### src/design/sal_pkg.sv
// Package for the sorted array list unit: field widths, action and status codes,
// and the control struct that the sequencer hands to the cell row.
// No dependencies.
package sal_pkg;

   // Fixed widths of the item and result fields
   localparam int ACTION_W = 3;
   localparam int VALUE_W  = 32;
   localparam int STATUS_W = 2;
   localparam int ITEM_W   = 32;
   localparam int LENGTH_W = 5;

   // Action codes
   localparam logic [ACTION_W-1:0] ACT_INSERT   = 3'd0;
   localparam logic [ACTION_W-1:0] ACT_DELETE   = 3'd1;
   localparam logic [ACTION_W-1:0] ACT_SEARCH   = 3'd2;
   localparam logic [ACTION_W-1:0] ACT_GET_NEXT = 3'd3;
   localparam logic [ACTION_W-1:0] ACT_REWIND   = 3'd4;
   localparam logic [ACTION_W-1:0] ACT_CLEAR    = 3'd5;

   // Status codes
   localparam logic [STATUS_W-1:0] STS_OK        = 2'd0;
   localparam logic [STATUS_W-1:0] STS_FULL      = 2'd1;
   localparam logic [STATUS_W-1:0] STS_NOT_FOUND = 2'd2;
   localparam logic [STATUS_W-1:0] STS_EMPTY     = 2'd3;

   // Per-cycle commands to every cell of the row
   typedef struct packed {
      logic do_compare;
      logic do_insert;
      logic do_remove;
   } cell_ctl_type;

endpackage

### src/design/sorted_array_list_unit.sv
// Top level of the sorted array list unit: sequencer, length and cursor, result registers.
// Depends on sal_pkg and sal_chain.
//
// Keeps up to CAPACITY values in ascending order in a row of cells, one entry per cell.
// An item is taken when start is high and busy is low. Every item goes through
// the accept cycle, a compare pass in which every cell checks its entry against the
// operand and its index against the cursor, and an update pass in which the cells
// shift in parallel (right on insert, left on delete) while the result is registered.
// The result shows for one cycle on rsp_valid in the cycle after the update pass, and
// that same cycle can already accept the next item. Busy stays high through both passes
// over the cell row. Results cannot be held off by the receiver.
// Entries are valid only below the current length; nothing needs clearing after reset.
module sorted_array_list_unit #(
   parameter int CAPACITY   = 16,
   parameter int DATA_WIDTH = 32
) (
   input  logic                          clock,
   input  logic                          reset,
   input  logic                          start,
   output logic                          busy,
   input  logic [sal_pkg::ACTION_W-1:0]  req_action,
   input  logic [sal_pkg::VALUE_W-1:0]   req_value,
   output logic                          rsp_valid,
   output logic [sal_pkg::STATUS_W-1:0]  rsp_status,
   output logic                          rsp_found,
   output logic [sal_pkg::ITEM_W-1:0]    rsp_item,
   output logic [sal_pkg::LENGTH_W-1:0]  rsp_length,
   output logic                          rsp_full_res,
   output logic                          rsp_empty_res
);
   import sal_pkg::*;

   localparam int CNT_W = $clog2(CAPACITY + 1);
   localparam int VW    = (DATA_WIDTH < VALUE_W) ? DATA_WIDTH : VALUE_W;
   localparam int IW    = (DATA_WIDTH < ITEM_W) ? DATA_WIDTH : ITEM_W;
   localparam logic [CNT_W-1:0] CAP_CNT = CNT_W'(CAPACITY);

   typedef enum logic [1:0] {
      ST_IDLE,
      ST_COMPARE,
      ST_UPDATE
   } state_type;

   state_type             state_ff, state_in;
   logic [ACTION_W-1:0]   action_ff, action_in;
   logic [DATA_WIDTH-1:0] value_ff, value_in;
   logic [CNT_W-1:0]      count_ff, count_in;
   logic [CNT_W-1:0]      cursor_ff, cursor_in;
   logic                  rsp_valid_ff, rsp_valid_in;
   logic [STATUS_W-1:0]   status_ff, status_in;
   logic                  found_ff, found_in;
   logic [ITEM_W-1:0]     item_ff, item_in;
   logic [CNT_W-1:0]      length_ff, length_in;

   cell_ctl_type          ctl;
   logic [CNT_W-1:0]      cursor_eff;
   logic                  hit;
   logic [DATA_WIDTH-1:0] chain_item;
   logic                  accept;

   assign accept = (state_ff == ST_IDLE) && start;

   // wrap a cursor that sits at or past the end back to the first entry
   assign cursor_eff = (cursor_ff >= count_ff) ? '0 : cursor_ff;

   sal_chain #(
      .CAPACITY   (CAPACITY),
      .DATA_WIDTH (DATA_WIDTH),
      .CNT_W      (CNT_W)
   ) u_chain (
      .clock  (clock),
      .ctl    (ctl),
      .value  (value_ff),
      .count  (count_ff),
      .cursor (cursor_eff),
      .hit    (hit),
      .item   (chain_item)
   );

   // sequence the passes and work out the result of the action
   always_comb begin
      state_in     = state_ff;
      action_in    = action_ff;
      value_in     = value_ff;
      count_in     = count_ff;
      cursor_in    = cursor_ff;
      rsp_valid_in = 1'b0;
      status_in    = status_ff;
      found_in     = found_ff;
      item_in      = item_ff;
      length_in    = length_ff;
      ctl          = '0;

      unique case (state_ff)
         ST_IDLE: begin
            if (accept) begin
               action_in = req_action;
               value_in  = DATA_WIDTH'(req_value[VW-1:0]);
               state_in  = ST_COMPARE;
            end
         end
         ST_COMPARE: begin
            ctl.do_compare = 1'b1;
            state_in       = ST_UPDATE;
         end
         ST_UPDATE: begin
            status_in = STS_OK;
            found_in  = 1'b0;
            item_in   = '0;
            case (action_ff)
               ACT_INSERT: begin
                  if (count_ff == CAP_CNT) begin
                     status_in = STS_FULL;
                  end else begin
                     ctl.do_insert = 1'b1;
                     count_in      = CNT_W'(count_ff + 1'b1);
                  end
               end
               ACT_DELETE: begin
                  if (!hit) begin
                     status_in = STS_NOT_FOUND;
                  end else begin
                     ctl.do_remove = 1'b1;
                     count_in      = CNT_W'(count_ff - 1'b1);
                     cursor_in     = '0;
                  end
               end
               ACT_SEARCH: begin
                  found_in = hit;
               end
               ACT_GET_NEXT: begin
                  if (count_ff == '0) begin
                     status_in = STS_EMPTY;
                  end else begin
                     item_in   = ITEM_W'(chain_item[IW-1:0]);
                     cursor_in = CNT_W'(cursor_eff + 1'b1);
                  end
               end
               ACT_REWIND: begin
                  cursor_in = '0;
               end
               ACT_CLEAR: begin
                  count_in  = '0;
                  cursor_in = '0;
               end
               default: begin
               end
            endcase
            length_in    = count_in;
            rsp_valid_in = 1'b1;
            state_in     = ST_IDLE;
         end
         default: begin
            state_in = ST_IDLE;
         end
      endcase
   end

   // hold state and registered results
   always_ff @(posedge clock) begin
      if (reset) begin
         state_ff     <= ST_IDLE;
         count_ff     <= '0;
         cursor_ff    <= '0;
         rsp_valid_ff <= 1'b0;
      end else begin
         state_ff     <= state_in;
         count_ff     <= count_in;
         cursor_ff    <= cursor_in;
         rsp_valid_ff <= rsp_valid_in;
      end
      action_ff <= action_in;
      value_ff  <= value_in;
      status_ff <= status_in;
      found_ff  <= found_in;
      item_ff   <= item_in;
      length_ff <= length_in;
   end

   assign busy          = (state_ff != ST_IDLE);
   assign rsp_valid     = rsp_valid_ff;
   assign rsp_status    = status_ff;
   assign rsp_found     = found_ff;
   assign rsp_item      = item_ff;
   assign rsp_length    = LENGTH_W'(length_ff);
   assign rsp_full_res  = (length_ff == CAP_CNT);
   assign rsp_empty_res = (length_ff == '0);

endmodule

### src/design/sal_cell.sv
// One storage cell of the sorted array list row: holds one entry and its compare flags.
// Depends on sal_pkg.
module sal_cell #(
   parameter int CAPACITY   = 16,
   parameter int DATA_WIDTH = 32,
   parameter int INDEX      = 0,
   parameter int CNT_W      = $clog2(CAPACITY + 1)
) (
   input  logic                  clock,
   input  sal_pkg::cell_ctl_type ctl,
   input  logic [DATA_WIDTH-1:0] value,
   input  logic [CNT_W-1:0]      count,
   input  logic [CNT_W-1:0]      cursor,
   input  logic [DATA_WIDTH-1:0] left_entry,
   input  logic                  left_lt,
   input  logic [DATA_WIDTH-1:0] right_entry,
   output logic [DATA_WIDTH-1:0] entry,
   output logic                  lt,
   output logic                  eq,
   output logic                  sel
);
   import sal_pkg::*;

   localparam logic [CNT_W-1:0] IDX = CNT_W'(INDEX);

   logic [DATA_WIDTH-1:0] entry_ff, entry_in;
   logic                  lt_ff, lt_in;
   logic                  eq_ff, eq_in;
   logic                  sel_ff, sel_in;
   logic                  in_range;

   // compare pass: flag entries below the operand, equal to it, or under the cursor
   always_comb begin
      in_range = (IDX < count);
      lt_in    = lt_ff;
      eq_in    = eq_ff;
      sel_in   = sel_ff;
      if (ctl.do_compare) begin
         lt_in  = in_range && (entry_ff < value);
         eq_in  = in_range && (entry_ff == value);
         sel_in = (IDX == cursor);
      end
   end

   // update pass: shift right on insert, shift left on remove, hold otherwise
   always_comb begin
      entry_in = entry_ff;
      if (ctl.do_insert && !lt_ff) begin
         entry_in = left_lt ? value : left_entry;
      end else if (ctl.do_remove && !lt_ff) begin
         entry_in = right_entry;
      end
   end

   always_ff @(posedge clock) begin
      entry_ff <= entry_in;
      lt_ff    <= lt_in;
      eq_ff    <= eq_in;
      sel_ff   <= sel_in;
   end

   assign entry = entry_ff;
   assign lt    = lt_ff;
   assign eq    = eq_ff;
   assign sel   = sel_ff;

endmodule

### src/design/sal_chain.sv
// Row of sal_cell instances linked to their neighbors, plus the hit and read-out buses.
// Depends on sal_pkg and sal_cell.
module sal_chain #(
   parameter int CAPACITY   = 16,
   parameter int DATA_WIDTH = 32,
   parameter int CNT_W      = $clog2(CAPACITY + 1)
) (
   input  logic                  clock,
   input  sal_pkg::cell_ctl_type ctl,
   input  logic [DATA_WIDTH-1:0] value,
   input  logic [CNT_W-1:0]      count,
   input  logic [CNT_W-1:0]      cursor,
   output logic                  hit,
   output logic [DATA_WIDTH-1:0] item
);
   import sal_pkg::*;

   logic [DATA_WIDTH-1:0] entry_w [CAPACITY];
   logic [CAPACITY-1:0]   lt_w;
   logic [CAPACITY-1:0]   eq_w;
   logic [CAPACITY-1:0]   sel_w;

   // build the row; the head cell sees a "smaller" left neighbor, the tail keeps itself
   for (genvar g = 0; g < CAPACITY; g++) begin : g_cell
      logic [DATA_WIDTH-1:0] left_entry;
      logic                  left_lt;
      logic [DATA_WIDTH-1:0] right_entry;

      if (g == 0) begin : g_head
         assign left_entry = value;
         assign left_lt    = 1'b1;
      end else begin : g_body
         assign left_entry = entry_w[g-1];
         assign left_lt    = lt_w[g-1];
      end

      if (g == CAPACITY - 1) begin : g_tail
         assign right_entry = entry_w[g];
      end else begin : g_next
         assign right_entry = entry_w[g+1];
      end

      sal_cell #(
         .CAPACITY   (CAPACITY),
         .DATA_WIDTH (DATA_WIDTH),
         .INDEX      (g),
         .CNT_W      (CNT_W)
      ) u_cell (
         .clock       (clock),
         .ctl         (ctl),
         .value       (value),
         .count       (count),
         .cursor      (cursor),
         .left_entry  (left_entry),
         .left_lt     (left_lt),
         .right_entry (right_entry),
         .entry       (entry_w[g]),
         .lt          (lt_w[g]),
         .eq          (eq_w[g]),
         .sel         (sel_w[g])
      );
   end

   // any stored equal entry counts as a hit
   assign hit = |eq_w;

   // at most one cell is selected by the cursor; merge onto a wired-or bus
   always_comb begin
      item = '0;
      for (int i = 0; i < CAPACITY; i++) begin
         if (sel_w[i]) begin
            item = item | entry_w[i];
         end
      end
   end

endmodule

### config.mk
export PLATFORM = sky130hd
export DESIGN_NAME = sorted_array_list_unit
export DESIGN_NICKNAME = d
export VERILOG_FILES = /design/src/design/sal_pkg.sv /design/src/design/sorted_array_list_unit.sv /design/src/design/sal_cell.sv /design/src/design/sal_chain.sv
export SDC_FILE = /design/constraint.sdc
export NUM_CORES = 2
export LEC_CHECK = 0
export BUFFER_PORTS_ARGS = -buffer_cell sky130_fd_sc_hd__buf_2
export CAP_MARGIN = 20
export CORE_MARGIN = 2
export CORE_UTILIZATION = 50
export DETAILED_ROUTE_END_ITERATION = 10
export GPL_TIMING_DRIVEN = 0
export PLACE_DENSITY = 0.74
export SLEW_MARGIN = 20
export SYNTH_ARGS = -nofsm -noshare
export SYNTH_HDL_FRONTEND = slang
export SYNTH_SLANG_ARGS = --single-unit
export TNS_END_PERCENT = 10
### constraint.sdc
create_clock -name clock -period 10.1 [get_ports clock]
set_input_delay 1.01 -clock clock [delete_from_list [all_inputs] [get_ports clock]]
set_output_delay 1.01 -clock clock [all_outputs]
set_load 0.005 [all_outputs]
Yosys cells after proc, flatten, opt, wreduce, memory -nomap -nowiden:

Cells that the tools add are included.

* register bits after elaboration: 648
* output and inout bits: 44
* input bits: 38
* logic and storage cells: 357

* equality and inequality tests: 43
* bitwise gates (word level): 16
* order comparisons: 33
* reductions and logical operators: 107
* $add $sub $neg: 3
* muxes and demuxes: 81

Operator list (count)
* two-way mux 32 bit: 61
* equality test 32 bit: 16
* less-than comparator 32 bit: 16
* bitwise OR 32 bit: 15
* logical AND 1 bit: 64
* equality test 4 x 5 -> 1 bit (first input constant): 8
* less-than comparator 4 x 5 -> 1 bit (first input constant): 8
* nonzero test 2 bit: 16
* one-hot mux 5 bit (3 select lines): 2
* two-way mux 5 bit: 5
* equality test 3 x 5 -> 1 bit (first input constant): 4
* less-than comparator 3 x 5 -> 1 bit (first input constant): 4
* zero test 1 bit: 16
* OR reduction 16 bit: 1
* zero test 5 bit: 3
* adder 5 x 1 -> 5 bit (second input constant): 2
* equality test 2 x 5 -> 1 bit (first input constant): 2
* equality test 5 bit (second input constant): 2
* less-than comparator 1 x 5 -> 1 bit (first input constant): 2
* less-than comparator 2 x 5 -> 1 bit (first input constant): 2
* two-way mux 2 bit: 4
* two-way mux 1 bit: 7
* equality test 3 x 2 -> 1 bit (second input constant): 2
* equality test 3 bit (second input constant): 2
* other kinds (16): 19

Logic depth before layout (Yosys ltp):

* depth in word-level cells: 31
* depth in mapped cells: 15
* gate-level depth less buffers: 13

Hierarchy:

Synthesis repeated with hierarchy kept, for this count alone.

* cells, all modules: 4819
* area total of the unflattened synthesis: 47508.1 um2

By module, submodules not included
* sal_cell (u_chain.g_cell[1].u_cell ...): area each 2557.5 um2, sequential area each 1051.0 um2, cells an instance 264, instances 3
* sal_cell (u_chain.g_cell[14].u_cell ...): area each 2560.0 um2, sequential area each 1051.0 um2, cells an instance 262, instances 2
* sorted_array_list_unit: area each 3719.8 um2, sequential area each 2512.4 um2, cells an instance 271, instances 1
* sal_chain: area each 2865.2 um2, sequential area each 0.0 um2, cells an instance 342, instances 1
* sal_cell (u_chain.g_cell[15].u_cell): area each 2585.0 um2, sequential area each 1051.0 um2, cells an instance 260, instances 1
* sal_cell (u_chain.g_cell[0].u_cell): area each 2577.5 um2, sequential area each 1051.0 um2, cells an instance 263, instances 1
* sal_cell (u_chain.g_cell[8].u_cell): area each 2570.0 um2, sequential area each 1051.0 um2, cells an instance 263, instances 1
* sal_cell (u_chain.g_cell[4].u_cell): area each 2563.7 um2, sequential area each 1051.0 um2, cells an instance 263, instances 1
* sal_cell (u_chain.g_cell[12].u_cell): area each 2561.2 um2, sequential area each 1051.0 um2, cells an instance 263, instances 1
* sal_cell (u_chain.g_cell[10].u_cell): area each 2558.7 um2, sequential area each 1051.0 um2, cells an instance 261, instances 1
* sal_cell (u_chain.g_cell[3].u_cell): area each 2552.4 um2, sequential area each 1051.0 um2, cells an instance 262, instances 1
* sal_cell (u_chain.g_cell[13].u_cell): area each 2549.9 um2, sequential area each 1051.0 um2, cells an instance 263, instances 1
* sal_cell (u_chain.g_cell[5].u_cell): area each 2538.7 um2, sequential area each 1051.0 um2, cells an instance 262, instances 1
* sal_cell (u_chain.g_cell[11].u_cell): area each 2537.4 um2, sequential area each 1051.0 um2, cells an instance 265, instances 1
* sal_cell (u_chain.g_cell[7].u_cell): area each 2536.2 um2, sequential area each 1051.0 um2, cells an instance 265, instances 1

Worst setup path after synthesis:

No wires, ideal clock.

* kind: register -> register
* start point: reg state_ff[0]
* end point: reg u_chain.g_cell[0].u_cell.entry_ff[0] (enable)
* arrival: 3.391 ns
* library setup time: 0.421 ns
* data required time: 9.679 ns
* cell stages (with the launch flop): 6
* path buffers: 1
* slack: 6.288 ns
* cells stage by stage: dfxtp_1 nand2b_1 inv_1 o21ai_1 clkbuf_1 nor2_1

* longest elaborated chain between the ends: 4

Ends and longest elaborated chain
* start: declaration: RTL line sorted_array_list_unit.sv:44 `state_type state_ff, state_in;`
* start signal: assignment: RTL line sorted_array_list_unit.sv:167 `state_ff <= state_in;`
* equality test 2 bit (*): RTL line sorted_array_list_unit.sv:94 `unique case (state_ff)`
* two-way mux 2 bit (*): RTL line sorted_array_list_unit.sv:94
* logical AND 1 bit, on equally long branches: RTL line sal_cell.sv:48, sal_cell.sv:50
* nonzero test 2 bit (no line) (*)
* end signal: assignment: RTL line sal_cell.sv:56 `entry_ff <= entry_in;`
* end: declaration: RTL line sal_cell.sv:26 `logic [DATA_WIDTH-1:0] entry_ff, entry_in;`

Mark *: on every way between the ends. The rest lies on a longest branch, timed or not.
A chain may end at the register's enable or synchronous reset.

Final worst setup path:

* start point: reg value_ff[28]
* end point: reg u_chain.g_cell[10].u_cell.eq_ff (data pin)

* longest elaborated chain between the ends: 2

Ends and longest elaborated chain
* start: declaration: RTL line sorted_array_list_unit.sv:46 `logic [DATA_WIDTH-1:0] value_ff, value_in;`
* start signal: assignment: RTL line sorted_array_list_unit.sv:173 `value_ff <= value_in;`
* equality test 32 bit: RTL line sal_cell.sv:40 `eq_in = in_range && (entry_ff == value);`
* logical AND 1 bit: RTL line sal_cell.sv:40
* end signal: assignment: RTL line sal_cell.sv:58 `eq_ff <= eq_in;`
* end: declaration: RTL line sal_cell.sv:28 `logic eq_ff, eq_in;`

No other way between the ends.

==> results.md <==
- Max Slew Vio Count: 0
- Routed Antenna Nets: 0
- CP Data Arrival Time: 6.48 ns
- Die X: 304 µm
- Via-to-Cell Ratio: roughly 7.5
- Syn Area/Cell: between 10 and 15 µm²
- # IOs: just over 80
- Sw power: ~0.0019 W
- Crit path max-delay family: simple AND/OR/NAND/NOR gates
- Cell Rows: 109
- Max-cap viol count: 0
- # setup viols final: 0
- H-tree Lvls: 3
- RSZ-0062 raised after global routing: false
- Top post-synthesis cells by area: edfxtp_1, ha_1, mux2i_1, a21oi_1, nor2_1
- Starting Density: 50.6%
- Area grow syn2layout: 12.6%
- Root buf cell: clkbuf_16
- Sequential Power Share: 44.6%
- Max Fclk: between 0.15 and 0.2 GHz
- Total power: between 0.006 and 0.007 W
- Multi-input logic area: between 20000 and 25000 µm²
- Unique cell type count in the Yosys netlist: 71
- Cell Int Power: between 0.004 and 0.005 W
- Period utilisation layout: 60.6%
- Reg area: 19300 µm²
- First-pass DRT Iterations: 9
- Worst path required time: 10.45 ns
- Antenna violations before repair: 18
- CP max stage cell: nor2_1
- Final Util: approximately 57%
- M2 GR Usage: between 60% and 70%
- DR vias: between 40k and 50k
- TritonCTS clock tree: yes
- Worst setup EP type: register
- CP Buf/Inv Count: 3
- RD Place Congestion: around 1.1
- Post-DP HPWL: roughly 170 mm
- Post-synth EDFFs: 635
- WS Path Type: reg2reg
- Post-synthesis register bit count: 648
- Vias in the first global route: between 30k and 40k
- CTS-repair resized insts: 0
- Slew @ Worst Pin: about 1.4 ns
- Grt ovf: 0
- Residual DRC count: 0
- CP dominant cell by count: clkbuf_1
- Leak pwr: ~20 nW
- Slew margin rel.: roughly 8.7%
- Core ar.: 88600 µm²
- Final wirelength: approximately 240 mm
- Cts hold-fix bufs: 0
- Startpoint Class: register
- Worst hold margin: a little under 0.5 ns
- Largest net degree at the start of global routing: 28
- Gr busiest metal: met2
- Cell breakdown of the critical path: clkbuf_1 -> clkbuf_1 -> inv_1 -> ha_1 -> nand4_1 -> nor2_1 -> nand3_1 -> nor4_1
- Max incr delay on CP: ~1.1 ns
- Die Span Y: a little over 300 µm
- Final nets: between 5k and 6k
- Count leader, synth: edfxtp_1
- First-pass GRT wire length: approximately 320 mm
- DR iter-0 viols: just under 8k
- Syn. warnings: 0
- Synth top area share: around 42%
- Hold path depth: 1
- Mapped Area: roughly 45000 µm²
- Worst Hold Class: in2reg
- Clock sink total: around 650
- Sequential cell area fraction in the yosys report: between 40% and 50%
- Final-report hold violation count: 0
- Mapped Nets: approximately 4.8k
- Sum Neg Setup Slack: 0 ns
- WL/cell: 41.8 µm
- Worst-skew pair later-pin latency: just under 0.7 ns
- Cell taking the most area after synthesis: edfxtp_1
- Buffers on Ports: 81
- Grt met1 use: ~62%
- Ys flop type: edfxtp_1
- Tmin final: approximately 6 ns
- Critical Path Stages: 8
- Clock power frac: between 40% and 50%
- GRT Util Overall: 50.4%
- Post-synth top cells: edfxtp_1, a21oi_1, nor2_1
- Max Clock Skew: 0.0362 ns
- Power Density: 133 nW/µm²
- Met3 Use GR: a little over a fifth
- Post-Syn Instances: roughly 4.3k
- Status: finished clean
- Setup Fix Bufs, Post-CTS: 0
- Switching part of the total: 27.9%
- Combinational power share: a little under an eighth
- Fraction of layout instances using a drive strength above 1: 10.5%
- Die area: 92200 µm²
- Worst vdd ir: approximately 0.00013 V
- Fillers: 7906
- Reg2reg path depth: 8
- Clock transition at path regs: roughly 0.06 ns
- Clk buf depth: 3
- Critical Path Fanout Max: 16
- CTS buffer count: 80
- Asr flop ratio synth: 0%
-- power by group through the flow --
stage | sequential [W] | clock [W] | combinational (W)
floorplan | 0.00303 | 0 | 0.000428
global placement | 0.00305 | 0 | 0.000694
detailed placement | 0.00305 | 0 | 0.000728
CTS | 0.00299 | 0.00290 | 0.000731
global route | 0.00299 | 0.00300 | 0.000807
finish | 0.00300 | 0.00294 | 0.000778
-- registers in the layout (all words and copies together), names as in the netlist, 2 cells and up --
name	cells
u_chain.g_cell.u_cell.entry	512
rsp_item	32
value_ff	32
u_chain.g_cell.u_cell.eq	16
u_chain.g_cell.u_cell.lt	16
u_chain.g_cell.u_cell.sel	16
count_ff	5
cursor_ff	5
rsp_length	5
action_ff	3
rsp_status	2
state_ff	2
-- per-layer routing --
metal  vias to the layer above  part of all wire [%]  routed length (µm)
met3                      1133                    16               39300
met4                         4                    11               25500
met2                      4249                    38               91700
met1                     20300                    34               82400
li1                      16900                     -                   -
met5                         -                 0.011                  26
-- final timing paths --
path / start / to / slack (ns)
setup / recovery: value_ff[28] / u_chain.g_cell[10].u_cell.eq / 3.98
hold / removal: req_value[16] / value_ff[16] / 0.49
setup reg to reg: value_ff[28] / u_chain.g_cell[10].u_cell.eq / 3.98
hold reg to reg: cursor_ff[0] / cursor_ff[0] / 0.55
-- cell usage in the layout (no fill, tap or decap), drive strengths merged, types with 106 or more instances in the layout --
cell type,count
edfxtp,635
nor2,603
a22oi,175
nand3,108
ha,525
mux2i,451
clkbuf,288
buf,209
nand2,106
a21oi,633
nand4,113
-- cells by family (layout without fill, tap and decap cells) --
kind of cell | count (synthesis) | count (layout) | synth area share (%)
adder cells (fa/ha/maj) | 525 | 525 | 14.6
AND/OR/NAND/NOR | 1097 | 1097 | 11.7
AO/OA/AOI/OAI | 1131 | 1131 | 15.6
other | 0 | 23 | 0
multiplexers | 513 | 513 | 11.6
XOR/XNOR | 2 | 2 | 0.0390
flip-flops | 648 | 648 | 43.1
buffers and inverters | 344 | 618 | 3.34
-- layout make-up --
class                           instances  area share (%)
Sequential cell                       648            38.2
Timing Repair Buffer                  128            2.59
Clock inverter                         51           0.928
Multi-Input combinational cell       3268            48.0
Inverter                               69           0.517
Tap cell                             1165            2.88
Buffer                                275            2.60
Antenna cell                           23           0.114
Clock buffer                           95            4.07
-- through the flow --
stage | instances | cell area (µm²) | setup slack, ns
2_1_floorplan | 4260 | 44900 | 6.29
3_3_place_gp | 5506 | 46700 | 2.29
3_5_place_dp | 5552 | 47900 | 4.60
4_1_cts | 5698 | 50500 | 4.59
5_1_grt | 5700 | 50500 | 4.28
6_report | 5722 | 50500 | 3.98
Note: power is estimated with default switching activity, not from simulation.
